$ cat src/hdl/lhm_pkg.sv
package lhm_pkg;

  localparam int TABLE_SIZE_DEF = 256;

  localparam int KEY_W  = 31;
  localparam int VAL_W  = 32;
  localparam int STS_W  = 3;
  localparam int SLOT_W = 8;

  // opcodes
  localparam logic [1:0] OP_INSERT = 2'd0;
  localparam logic [1:0] OP_SEARCH = 2'd1;
  localparam logic [1:0] OP_REMOVE = 2'd2;

  // slot marks
  localparam logic [1:0] MARK_EMPTY   = 2'd0;
  localparam logic [1:0] MARK_USED    = 2'd1;
  localparam logic [1:0] MARK_DELETED = 2'd2;

  // result status codes
  localparam logic [STS_W-1:0] ST_INSERTED = 3'd0;
  localparam logic [STS_W-1:0] ST_UPDATED  = 3'd1;
  localparam logic [STS_W-1:0] ST_FOUND    = 3'd2;
  localparam logic [STS_W-1:0] ST_MISSING  = 3'd3;
  localparam logic [STS_W-1:0] ST_REMOVED  = 3'd4;
  localparam logic [STS_W-1:0] ST_FULL     = 3'd5;

  typedef struct packed {
    logic [1:0]              opcode;
    logic [KEY_W-1:0]        key;
    logic signed [VAL_W-1:0] value;
  } req_t;

  typedef struct packed {
    logic [STS_W-1:0]        status;
    logic signed [VAL_W-1:0] found_value;
    logic [SLOT_W-1:0]       slot;
  } rsp_t;

  // controller to datapath
  typedef struct packed {
    logic accept;
    logic clear;
    logic load;
    logic probe;
    logic commit;
  } cmd_t;

  // datapath to controller
  typedef struct packed {
    logic clear_last;
    logic mod_done;
    logic hit;
    logic empty;
    logic lap_end;
  } sts_t;

endpackage

$ cat src/hdl/lhm_ctrl.sv
module lhm_ctrl (
  input  logic          clk,
  input  logic          rst,
  input  logic          req_valid,
  output logic          req_stall,
  output logic          rsp_valid,
  input  logic          rsp_stall,
  output lhm_pkg::cmd_t cmd,
  input  lhm_pkg::sts_t sts
);
  import lhm_pkg::*;

  typedef enum logic [4:0] {
    S_CLEAR = 5'b00001,
    S_IDLE  = 5'b00010,
    S_MOD   = 5'b00100,
    S_PROBE = 5'b01000,
    S_DONE  = 5'b10000
  } state_t;

  state_t state, state_next;
  logic   out_free;

  assign req_stall = (state != S_IDLE);
  assign out_free  = !rsp_valid || !rsp_stall;

  always_comb begin
    state_next = state;
    cmd        = '0;
    unique case (state)
      S_CLEAR: begin
        cmd.clear = 1'b1;
        if (sts.clear_last) state_next = S_IDLE;
      end
      S_IDLE: begin
        if (req_valid) begin
          cmd.accept = 1'b1;
          state_next = S_MOD;
        end
      end
      S_MOD: begin
        if (sts.mod_done) begin
          cmd.load   = 1'b1;
          state_next = S_PROBE;
        end
      end
      S_PROBE: begin
        cmd.probe = 1'b1;
        if (sts.hit || sts.empty || sts.lap_end) state_next = S_DONE;
      end
      S_DONE: begin
        // hold the outcome until the output register can take it
        if (out_free) begin
          cmd.commit = 1'b1;
          state_next = S_IDLE;
        end
      end
      default: state_next = S_CLEAR;
    endcase
  end

  always_ff @(posedge clk) begin
    if (rst) begin
      state     <= S_CLEAR;
      rsp_valid <= 1'b0;
    end else begin
      state <= state_next;
      if (cmd.commit) begin
        rsp_valid <= 1'b1;
      end else if (!rsp_stall) begin
        rsp_valid <= 1'b0;
      end
    end
  end

endmodule

$ cat config.mk
export PLATFORM = sky130hd
export DESIGN_NAME = lhm_ctrl
export DESIGN_NICKNAME = d
export VERILOG_FILES = /design/src/hdl/lhm_pkg.sv /design/src/hdl/lhm_ctrl.sv
export SDC_FILE = /design/constraint.sdc
export NUM_CORES = 1
export LEC_CHECK = 0
export BUFFER_PORTS_ARGS = -buffer_cell sky130_fd_sc_hd__buf_2
export CAP_MARGIN = 20
export CELL_PAD_IN_SITES_DETAIL_PLACEMENT = 1
export CELL_PAD_IN_SITES_GLOBAL_PLACEMENT = 1
export CORE_MARGIN = 5
export CORE_UTILIZATION = 32
export CTS_CLUSTER_SIZE = 8
export DETAILED_ROUTE_END_ITERATION = 6
export PLACE_DENSITY = 0.76
export SLEW_MARGIN = 20
export SYNTH_ARGS = -nofsm -noshare
export SYNTH_HDL_FRONTEND = slang
export SYNTH_SLANG_ARGS = --single-unit
$ cat constraint.sdc
create_clock -name clk -period 1.7 [get_ports clk]
set_input_delay 0.255 -clock clk [delete_from_list [all_inputs] [get_ports clk]]
set_output_delay 0.255 -clock clk [all_outputs]
set_load 0.005 [all_outputs]
=== After elaboration in Yosys (flattened, before gate mapping) ===
Index checks and enable logic that the tools add are counted.

* Flip-flop bits (word level): 6
* Bits of input ports: 9
* Output and inout port bits: 7

* Equal/unequal tests: 12
* Muxes and demuxes: 16
* Reductions and logical operators: 6

{| class="wikitable"
|+ Operators with widths
! operator !! number
|-
| 5-bit two-way mux || 5
|-
| 5-bit case mux with 5 select lines || 1
|-
| 1-bit two-way mux || 10
|-
| 2-bit != test (second input constant) || 5
|-
| 5-bit by 1-bit == test with 1-bit output (second input constant) || 1
|-
| 5-bit by 2-bit == test with 1-bit output (second input constant) || 1
|-
| 5-bit by 3-bit == test with 1-bit output (second input constant) || 1
|-
| 5-bit by 4-bit == test with 1-bit output (second input constant) || 1
|-
| 5-bit == test (second input constant) || 1
|-
| 5-bit by 2-bit != test with 1-bit output (second input constant) || 1
|-
| 5-bit AND reduction || 1
|-
| 1-bit logical OR || 3
|-
| 1-bit logical NOT || 2
|-
| 2-bit by 1-bit != test with 1-bit output (second input constant) || 1
|}

=== Logic depth before layout (Yosys ltp) ===
Gate-level depths: netlist (run 1).

* Word-level depth: 5
* Mapped depth: 6

=== Worst setup path after synthesis (run 1) ===
No wires, ideal clock.

* Path type: reg-to-output
* Start point: reg state[0]
* End point: out cmd[2] (netlist name)
* Data arrival time: 1.145 ns
* Data required time: 1.445 ns
* Slack: 0.300 ns
* Cell stages (with the launch flop): 5
* Cells stage by stage: dfxtp_1 -> clkbuf_8 -> or3_1 -> nor3b_1 -> and2_1

{| class="wikitable"
|+ RTL lines
! what !! line !! RTL
|-
| from (decl) || lhm_ctrl.sv:21 || <nowiki>state_t state, state_next;</nowiki>
|-
| from (signal assigned) || lhm_ctrl.sv:67 || <nowiki>state <= state_next;</nowiki>
|-
| to (decl) || lhm_ctrl.sv:8 || <nowiki>output lhm_pkg::cmd_t cmd,</nowiki>
|}

==> results of run 1 <==
-- worst max-delay path: stages, from the launching register on --
cell and delay [ns]:
dfxtp_4 0.34, or3_4 0.36, nor3b_2 0.19, and2_1 0.14, buf_2 0.10
-- cells in the mapped netlist --
master,instances
o21ai_0,2
inv_1,3
nand3_1,1
clkbuf_8,2
o22a_2,1
nand3b_1,3
dfxtp_1,6
buf_6,1
o41ai_1,1
a311o_1,1
a2111oi_2,1
nor3_2,1
o221a_1,1
a21oi_1,3
xor2_1,2
and4b_1,1
and2_1,1
nor2_1,6
or3_1,1
o32ai_1,1
nor3b_1,3
nand3_2,1
o211ai_1,1
nand2_1,2
nand2b_1,1
nor3_1,3
-- cell type report --
cell class	instances	area (um^2)	area share, %
clock buffer	3	22.5	3.96
inverter	3	11.3	1.98
multi-input combinational	38	268	47.1
sequential	6	128	22.5
tap	15	18.8	3.30
timing repair buffer	21	120	21.1
-- metal layers --
metal / vias up / wire (um) / share of wire (%) / GRT usage (%)
li1: 230 / - / - / -
met1: 216 / 523 / 41 / 15.2
met2: 5 / 718 / 57 / 22.3
met3: 2 / 9 / 0.71 / 1.17
met4: 0 / 15 / 1.2 / 10.2
met5: - / 0 / 0 / 0
-- cell families after synthesis --
logic type | count (synthesis) | synth area share [%]
xor gates and xnor gates | 2 | 4.09
buffers and inverters | 6 | 11.7
AOI/OAI and AO/OA | 12 | 22.5
and+or+nand+nor | 24 | 33.6
DFF | 6 | 28.1
-- worst min path at each step --
stage                    from  slack (ns)  cells past startpoint        end
floorplan                 rst        0.32                      1   state[1]
global placement    rsp_valid        0.48                      2  rsp_valid
detailed placement  rsp_valid        0.49                      2  rsp_valid
CTS                       rst        0.26                      2   state[1]
global route              rst        0.26                      2   state[1]
finish                    rst        0.27                      2   state[1]
-- state kept, by name, summed over array words and instances, names as in the netlist --
register	flops
state	5
rsp_valid	1
-- per-stage QoR --
stage | hold slack (ns) | area, um^2
final | 0.267 | 568
after global routing | 0.263 | 568
after CTS | 0.257 | 538
after detailed placement | 0.494 | 490
after global placement | 0.485 | 490
after floorplan | 0.324 | 428
-- where the power goes --
group          internal [mW]  switching [mW]  total (mW)
Combinational         0.0867          0.0964       0.183
Sequential             0.155          0.0120       0.167
Clock                 0.0793          0.0429       0.122
Total                  0.321           0.151       0.473
-- what timing repair did --
item,4_1_cts,5_1_grt
pin swaps,1,2
cloned,0,0
setup endpoints to repair,1,1
setup buffers,2,3
gates resized for setup,4,2
-- layout by cell type, fill, tap and decap left out --
cell and count:
nor3b_2 1, nand3_1 1, nand2_1 2, a21oi_1 3, nor3_2 1, dfxtp_4 2, nor3_1 3, inv_1 3
clkbuf_4 3, dfxtp_1 4, o221a_1 1, or3_4 1, buf_2 15, nor3b_1 2, nand3b_1 3, buf_4 6
nand3_2 1, and2_1 1, a311o_1 1, o32ai_1 1, o22a_2 1, o41ai_1 1, xor2_1 2, and4b_1 1
o21ai_0 2, o211ai_1 1, nor2_1 6, a2111oi_2 1, nand2b_1 1
==> results.md, run 1 <==
- Status: completed
- # Max-Cap Violations: 0
- First-pass DRT Iterations: 2
- Relative slew slack: 76.4%
- Post-CTS Hold Buffers: 0
- Arrival @ worst endpoint: 1.37 ns
- Routed WL: 1.27 mm
- Post-route ant nets: 0
- CP Max Fanout: 3
- Setup crit start kind: register
- Top cells by area, synth: dfxtp_1 28%, clkbuf_8 6.4%, nand3b_1 5.3%
- Final Util: 44.2%
- I/O Buffers: 15
- Hpwl dp: 970 um
- Reg2reg end: state[1]
- Global-route wire length before repair: 2.04 mm
- Crit path time final: 1.63 ns
- Hold Fails Final Rpt: 0
- Actual slew at the worst max-slew pin: 0.350 ns
- Die ar.: 2170 um^2
- Crit path to: cmd[2]
- Clock sinks: 6
- Yosys top cell by area: dfxtp_1
- Reg2reg path depth: 5
- Vias: 453
- R2r setup slk: 0.20 ns
- Worst reg2reg path startpoint: state[1]
- Clock slew at reported path FFs: 0.04 ns
- Ys Warns: 0
- Vias in the first global route: 484
- Post-synthesis average cell area: 8.56 um^2
- Placed Cells: 78
- Starting Density: 33.3%
- Gpl congestion: 0.714
- Cell Pwr Density: 832 nW/um^2
- Core area: 1280 um^2
- Via density: 5.27
- Longest Clk Path Bufs: 2
- Htree depth: 1
- Final slew viol count: 0
- CTS Buf Count: 3
- Hold WC Path Type: primary input to register
- Setup CP Type: register to output pin
- Clk_skew: 0.00205 ns
- Post-synthesis cell count: 50
- Die height: 46.6 um
- Antenna violations before repair: 0
- I/O Pins: 16
- # diodes: 0
- CTS Root Cell: clkbuf_4
- Post-route setup TNS: 0 ns
- Netlist Area Pre-Place: 428 um^2
- Worst Setup SP: state[1]
- Post-Syn Nets: 59
- Area grow syn2layout: 32.7%
- RSZ-0062 raised after global routing: false
- Synthesized flop and latch total: 6
- Yosys cell types: 26
- Tcrit/Tclk final: 95.8%
- Share of the synthesized area in the top cell type: 28.1%
- Total GRT Usage: 13.3%
- Seq/Total Area, Yosys: 28.1%
- GR Overflow Total: 0
- DR DRC count: 0
- Die Width: 46.6 um
- Finished Layout Cells: 86
- Fill cell total of the finished layout: 167
- Worst Slack Setup Final: 0.0722 ns
- Number of DRC markers in iteration 0: 2
- Share of cells above drive strength 1: 45.1%
- Setup WS pre-CTS: 0.0955 ns
- Critical Path RT: 1.44 ns
- Max VDD drop: 441 uV
- Crit. End Element: output pin
- Final Power: 0.473 mW
- Setup-failing EPs final: 0
- Worst-Skew Late Latency: 0.23 ns
- CTS tree: yes
- Routed wire per std cell: 14.7 um
- Fmax: 0.614 GHz
- Final nets: 82
- Static Leakage: 0.256 nW
- Largest net degree at the start of global routing: 12
- Row Count: 13
Note: power is estimated with default switching activity, not from simulation.
==> inputs of run 2 (changes only) <==
--- a/config.mk
+++ b/config.mk
@@ -6,7 +6,7 @@
 export NUM_CORES = 1
 export LEC_CHECK = 0
 export BUFFER_PORTS_ARGS = -buffer_cell sky130_fd_sc_hd__buf_2
-export CAP_MARGIN = 20
+export CAP_MARGIN = 15
 export CELL_PAD_IN_SITES_DETAIL_PLACEMENT = 1
 export CELL_PAD_IN_SITES_GLOBAL_PLACEMENT = 1
 export CORE_MARGIN = 5
==> constraint.sdc (replaced) <==
create_clock -name clk -period 1.55 [get_ports clk]
set_input_delay 0.2325 -clock clk [delete_from_list [all_inputs] [get_ports clk]]
set_output_delay 0.2325 -clock clk [all_outputs]
set_load 0.005 [all_outputs]
==> run 2 against run 1 <==
Critical endpoint unchanged; critical path type unchanged; highest routed layer unchanged; the flow now finishes with violations (negative setup slack); clock power up 14%; flip-flop and latch count unchanged; core utilization up 5.3 points; hold slack worse by 0.022 ns.
==> results.md, run 2 (synthesis results as in run 1) <==
- Critical Path RT: 1.32 ns
- CTS Root Cell: clkbuf_4
- FF+latch area: 134 um^2
- Global-route wire length before repair: 2.10 mm
- Worst-path cell chain: or3_4 > nor3b_4 > and2_1 > buf_2
- Hold Fails Final Rpt: 0
- Area grow syn2layout: 48.5%
- CTS tree: yes
- Via density: 5.19
- Area occupied by multi-input gates: 292 um^2
- Max reg flops: 5
- Starting Density: 33.3%
- # Max-Cap Violations: 0
- Fmax: 0.609 GHz
- I/O Buffers: 15
- Worst Setup SP: state[1]
- Arrival @ worst endpoint: 1.41 ns
- Setup WS pre-CTS: -0.0573 ns
- Longest Clk Path Bufs: 2
- Worst hold slack: 0.245 ns
- Hold WC Path Type: primary input to register
- Post-route ant nets: 0
- Final nets: 87
- Commonest cells after routing, fill and taps aside: 15 x buf_2, 11 x buf_4
- Die Width: 46.6 um
- Actual slew at the worst max-slew pin: 0.378 ns
- Vias: 472
- Reg with most FFs: state
- Crit. End Element: output pin
- Routed WL: 1.41 mm
- Clock slew at reported path FFs: 0.04 ns
- DR DRC count: 0
- Tcrit/Tclk final: 106%
- Die ar.: 2170 um^2
- Status: finished with violations
- Worst Slack Setup Final: -0.0930 ns
- Finished Layout Cells: 91
- Share of cells above drive strength 1: 57.9%
- Hold Path Origin: rst
- CP Max Fanout: 3
- Final Util: 49.5%
- Core area: 1280 um^2
- I/O Pins: 16
- Clock sinks: 6
- Max VDD drop: 512 uV
- Number of DRC markers in iteration 0: 4
- Row Count: 13
- Cell Pwr Density: 873 nW/um^2
- Setup CP Type: register to output pin
- Relative slew slack: 74.4%
- Setup-failing EPs final: 2
- CTS Buf Count: 3
- # diodes: 0
- First-pass DRT Iterations: 4
- Crit path time final: 1.64 ns
- Antenna violations before repair: 0
- Most common cell after layout, fill and taps aside: buf_2
- Static Leakage: 0.283 nW
- Top Registers: state (5), rsp_valid (1)
- Placed Cells: 84
- Worst-Skew Late Latency: 0.24 ns
- Failing checks: negative setup slack
- Setup crit start kind: register
- RSZ-0062 raised after global routing: true
- Total GRT Usage: 14.1%
- Die height: 46.6 um
- Vias in the first global route: 456
- Critical path's slowest cell: or3_4
- Routed wire per std cell: 15.5 um
- Final slew viol count: 0
- Hpwl dp: 975 um
- Slowest Stage Delay on Critical Path: 0.37 ns
- Worst reg2reg path startpoint: state[1]
- Fill cell total of the finished layout: 161
- Htree depth: 1
- Gpl congestion: 0.742
- GR Overflow Total: 0
- Largest net degree at the start of global routing: 10
- Clk_skew: 0.00151 ns
- Post-route setup TNS: -0.100 ns
==> run 2: changes by cell type in the layout (fill, tap and decap cells not counted) <==
cell / delta
nor3b_2: -1
dfxtp_2: +2
nor3b_4: +1
nand3_2: +1
nor2_1: -3
dfxtp_1: -3
buf_4: +5
nand3_1: -1
nor2_2: +2
dfxtp_4: +1
nor2_4: +1
==> run 2: worst paths after layout <==
path	end	slack, ns	cells after the start
worst max-delay path	cmd[2]	-0.09	4
worst min-delay path	state[1]	0.25	2
worst max register to register	state[1]	0.06	5
worst min register to register	rsp_valid	0.52	2
==> run 2: critical path: cells and delay by family (launching register included) <==
| family | cells | cell delay (ns) |
|---|---|---|
| DFF | 1 | 0.35 |
| and+or+nand+nor | 3 | 0.71 |
| buffers and inverters | 1 | 0.10 |
==> run 2: report_power, final <==
part,switching (mW),internal [mW],leakage (nW)
Combinational,0.113,0.115,0.218
Sequential,0.0176,0.170,0.0513
Clock,0.0515,0.0873,0.0138
==> run 2: area by class of cell <==
type / instances / area share (%)
clock buffer: 3 / 3.54
inverter: 3 / 1.77
multi-input combinational: 38 / 45.9
sequential: 6 / 21.1
tap: 15 / 2.95
timing repair buffer: 26 / 24.8
==> run 2: timing repair <==
action / CTS / global route
pin swaps: 2 / 3
endpoints found under the setup margin: 2 / 6
cloned: 0 / 0
resized for setup: 6 / 10
hold buffers: 0 / 0
setup buffers: 2 / 2
==> run 2: metrics by stage <==
step                      total power, mW  instance area, um^2
after floorplan                     0.327                  428
after detailed placement            0.384                  536
after CTS                           0.550                  589
final                               0.555                  636
after global routing                0.592                  636
after global placement              0.381                  536
==> run 2: routing by layer <==
metal	GRT usage, %	up-vias	routed length (um)	share of wire, %
li1	-	239	-	-
met5	0	-	0	0
met2	23.4	3	776	55
met3	1.56	2	13	0.92
met4	9.66	0	8	0.57
met1	16.6	228	609	43
==> inputs of run 3 (changes only) <==
--- a/config.mk
+++ b/config.mk
@@ -9,11 +9,12 @@
 export CAP_MARGIN = 15
 export CELL_PAD_IN_SITES_DETAIL_PLACEMENT = 1
 export CELL_PAD_IN_SITES_GLOBAL_PLACEMENT = 1
-export CORE_MARGIN = 5
-export CORE_UTILIZATION = 32
+export CORE_AREA = 5 5 42 44
 export CTS_CLUSTER_SIZE = 8
 export DETAILED_ROUTE_END_ITERATION = 6
+export DIE_AREA = 0 0 47 49
 export PLACE_DENSITY = 0.76
+export SETUP_SLACK_MARGIN = 0.4
 export SLEW_MARGIN = 20
 export SYNTH_ARGS = -nofsm -noshare
 export SYNTH_HDL_FRONTEND = slang
==> constraint.sdc (replaced) <==
create_clock -name clk -period 1.94 [get_ports clk]
set_input_delay 0.291 -clock clk [delete_from_list [all_inputs] [get_ports clk]]
set_output_delay 0.291 -clock clk [all_outputs]
set_load 0.005 [all_outputs]
==> run 3 against run 2 <==
Setup slack better by 0.27 ns; register-to-register slack better by 0.23 ns; critical path depth unchanged; flip-flop and latch count did not move; first-iteration DRC count increased to 3.8 times the previous value; sequential share of layout area down 3.2 points; non-clock buffer count up 5; hold slack better by 0.036 ns; critical endpoint unchanged; the flow now finishes without violations; clock skew grew 0.00096 ns.
==> results.md, run 3 (synthesis results as in run 1) <==
- Area grow syn2layout: 74.9%
- Hold Fails Final Rpt: 0
- GR Overflow Total: 0
- Htree depth: 1
- Post-route ant nets: 0
- Routed wire per std cell: 20.7 um
- Largest net degree at the start of global routing: 11
- Relative slew slack: 79.2%
- Clk pwr share: 27.3%
- Reg with most FFs: state
- Crit path time final: 1.77 ns
- Worst reg2reg path startpoint: state[4]
- Commonest cells after routing, fill and taps aside: 15 x buf_2, 14 x buf_4
- Reg2reg end: state[1]
- Top Registers: state (5), rsp_valid (1)
- Max VDD drop: 388 uV
- Crit. End Element: output pin
- Clock sinks: 6
- Static Leakage: 0.327 nW
- Share of cells above drive strength 1: 69.1%
- Gpl congestion: 0.837
- Row Count: 14
- Setup-failing EPs final: 0
- Number of DRC markers in iteration 0: 15
- Global-route wire length before repair: 2.57 mm
- DR DRC count: 0
- CTS Buf Count: 3
- Die ar.: 2300 um^2
- I/O Buffers: 15
- Clock slew at reported path FFs: 0.06 ns
- Via density: 5.60
- Final slew viol count: 0
- Starting Density: 30.5%
- I/O Pins: 16
- First-pass DRT Iterations: 4
- Reg2reg path depth: 6
- Setup CP Type: register to output pin
- # Max-Cap Violations: 0
- Antenna violations before repair: 0
- Hpwl dp: 860 um
- Vias in the first global route: 560
- Status: completed
- Tcrit/Tclk final: 91.1%
- Slowest Stage Delay on Critical Path: 0.39 ns
- Longest Clk Path Bufs: 2
- Setup crit start kind: register
- Die height: 49 um
- CTS tree: yes
- Die Width: 47 um
- Sequential share of power: 28.8%
- # diodes: 0
- Worst Setup SP: state[0]
- Routed WL: 2.01 mm
- Critical Path RT: 1.65 ns
- Final nets: 92
- Worst-Skew Late Latency: 0.27 ns
- CP Max Fanout: 2
- Most common cell after layout, fill and taps aside: buf_2
- Core area: 1400 um^2
- Crit path to: cmd[2]
- Cell Pwr Density: 690 nW/um^2
- Hold WC Path Type: primary input to register
- Final Util: 53.4%
- Actual slew at the worst max-slew pin: 0.310 ns
- Internal power: 0.317 mW
- Net switching power: 0.199 mW
- Clk_skew: 0.00246 ns
- Arrival @ worst endpoint: 1.48 ns
- RSZ-0062 raised after global routing: true
- Combinational Power Share: 43.9%
- Sw Share: 38.5%
- Max reg flops: 5
- Post-CTS Hold Buffers: 0
- R2r setup slk: 0.29 ns
- Total GRT Usage: 15.8%
- Post-route setup TNS: 0 ns
- Worst-path cell chain: or3_4 > nor3b_4 > and2_1 > buf_2
- Vias: 543
- CTS Root Cell: clkbuf_4
- Fmax: 0.566 GHz
- Critical path's slowest cell: or3_4
[run 3: routing by layer]
metal | part of all wire [%] | vias up | track usage, %
met2 | 52 | 18 | 26.0
met5 | 0 | - | 0
li1 | - | 250 | -
met4 | 3.8 | 0 | 10.1
met3 | 4.5 | 6 | 3.32
met1 | 39 | 269 | 17.2
[run 3: critical path, delay by kind of cell, from the launching register on]
kind / cells / cell delay, ns
AND/OR/NAND/NOR: 3 / 0.74
buffers and inverters: 1 / 0.12
flip-flops: 1 / 0.34
[run 3: worst min-delay path by stage]
stage	from	endpoint	depth (start not counted)
after floorplan	rst	state[1]	1
after global placement	rsp_valid	rsp_valid	2
after detailed placement	rsp_valid	rsp_valid	2
after CTS	rst	state[1]	2
after global routing	rst	state[3]	2
final	rst	state[1]	2
[run 3: what timing repair did]
action                     in CTS  in global routing
setup endpoints to repair       2                  9
pin swaps                       3                 10
resized for setup              11                 21
setup buffers                   8                  8
[run 3: through the flow]
| step | power (mW) | hold slack, ns | std cells | area (um^2) | setup WS [ns] |
|---|---|---|---|---|---|
| after floorplan | 0.261 | 0.360 | 50 | 428 | 0.504 |
| after global placement | 0.279 | 0.482 | 78 | 484 | 0.317 |
| after detailed placement | 0.279 | 0.491 | 78 | 484 | 0.317 |
| after CTS | 0.435 | 0.274 | 89 | 603 | 0.201 |
| after global routing | 0.548 | 0.300 | 97 | 748 | 0.120 |
| final | 0.516 | 0.281 | 97 | 748 | 0.172 |
[run 3: area by class of cell]
type	instances	area (um^2)
Multi-Input combinational cell	38	354
Timing Repair Buffer	31	206
Inverter	3	11.3
Clock buffer	3	22.5
Sequential cell	6	134
Fill cell	169	653
Tap cell	16	20.0
[run 3: power groups by stage]
stage / Clock (mW) / Combinational, mW / Sequential [mW]
after floorplan: 0 / 0.120 / 0.142
after global placement: 0 / 0.119 / 0.160
after detailed placement: 0 / 0.118 / 0.161
after CTS: 0.125 / 0.166 / 0.144
after global routing: 0.153 / 0.245 / 0.150
final: 0.141 / 0.227 / 0.149
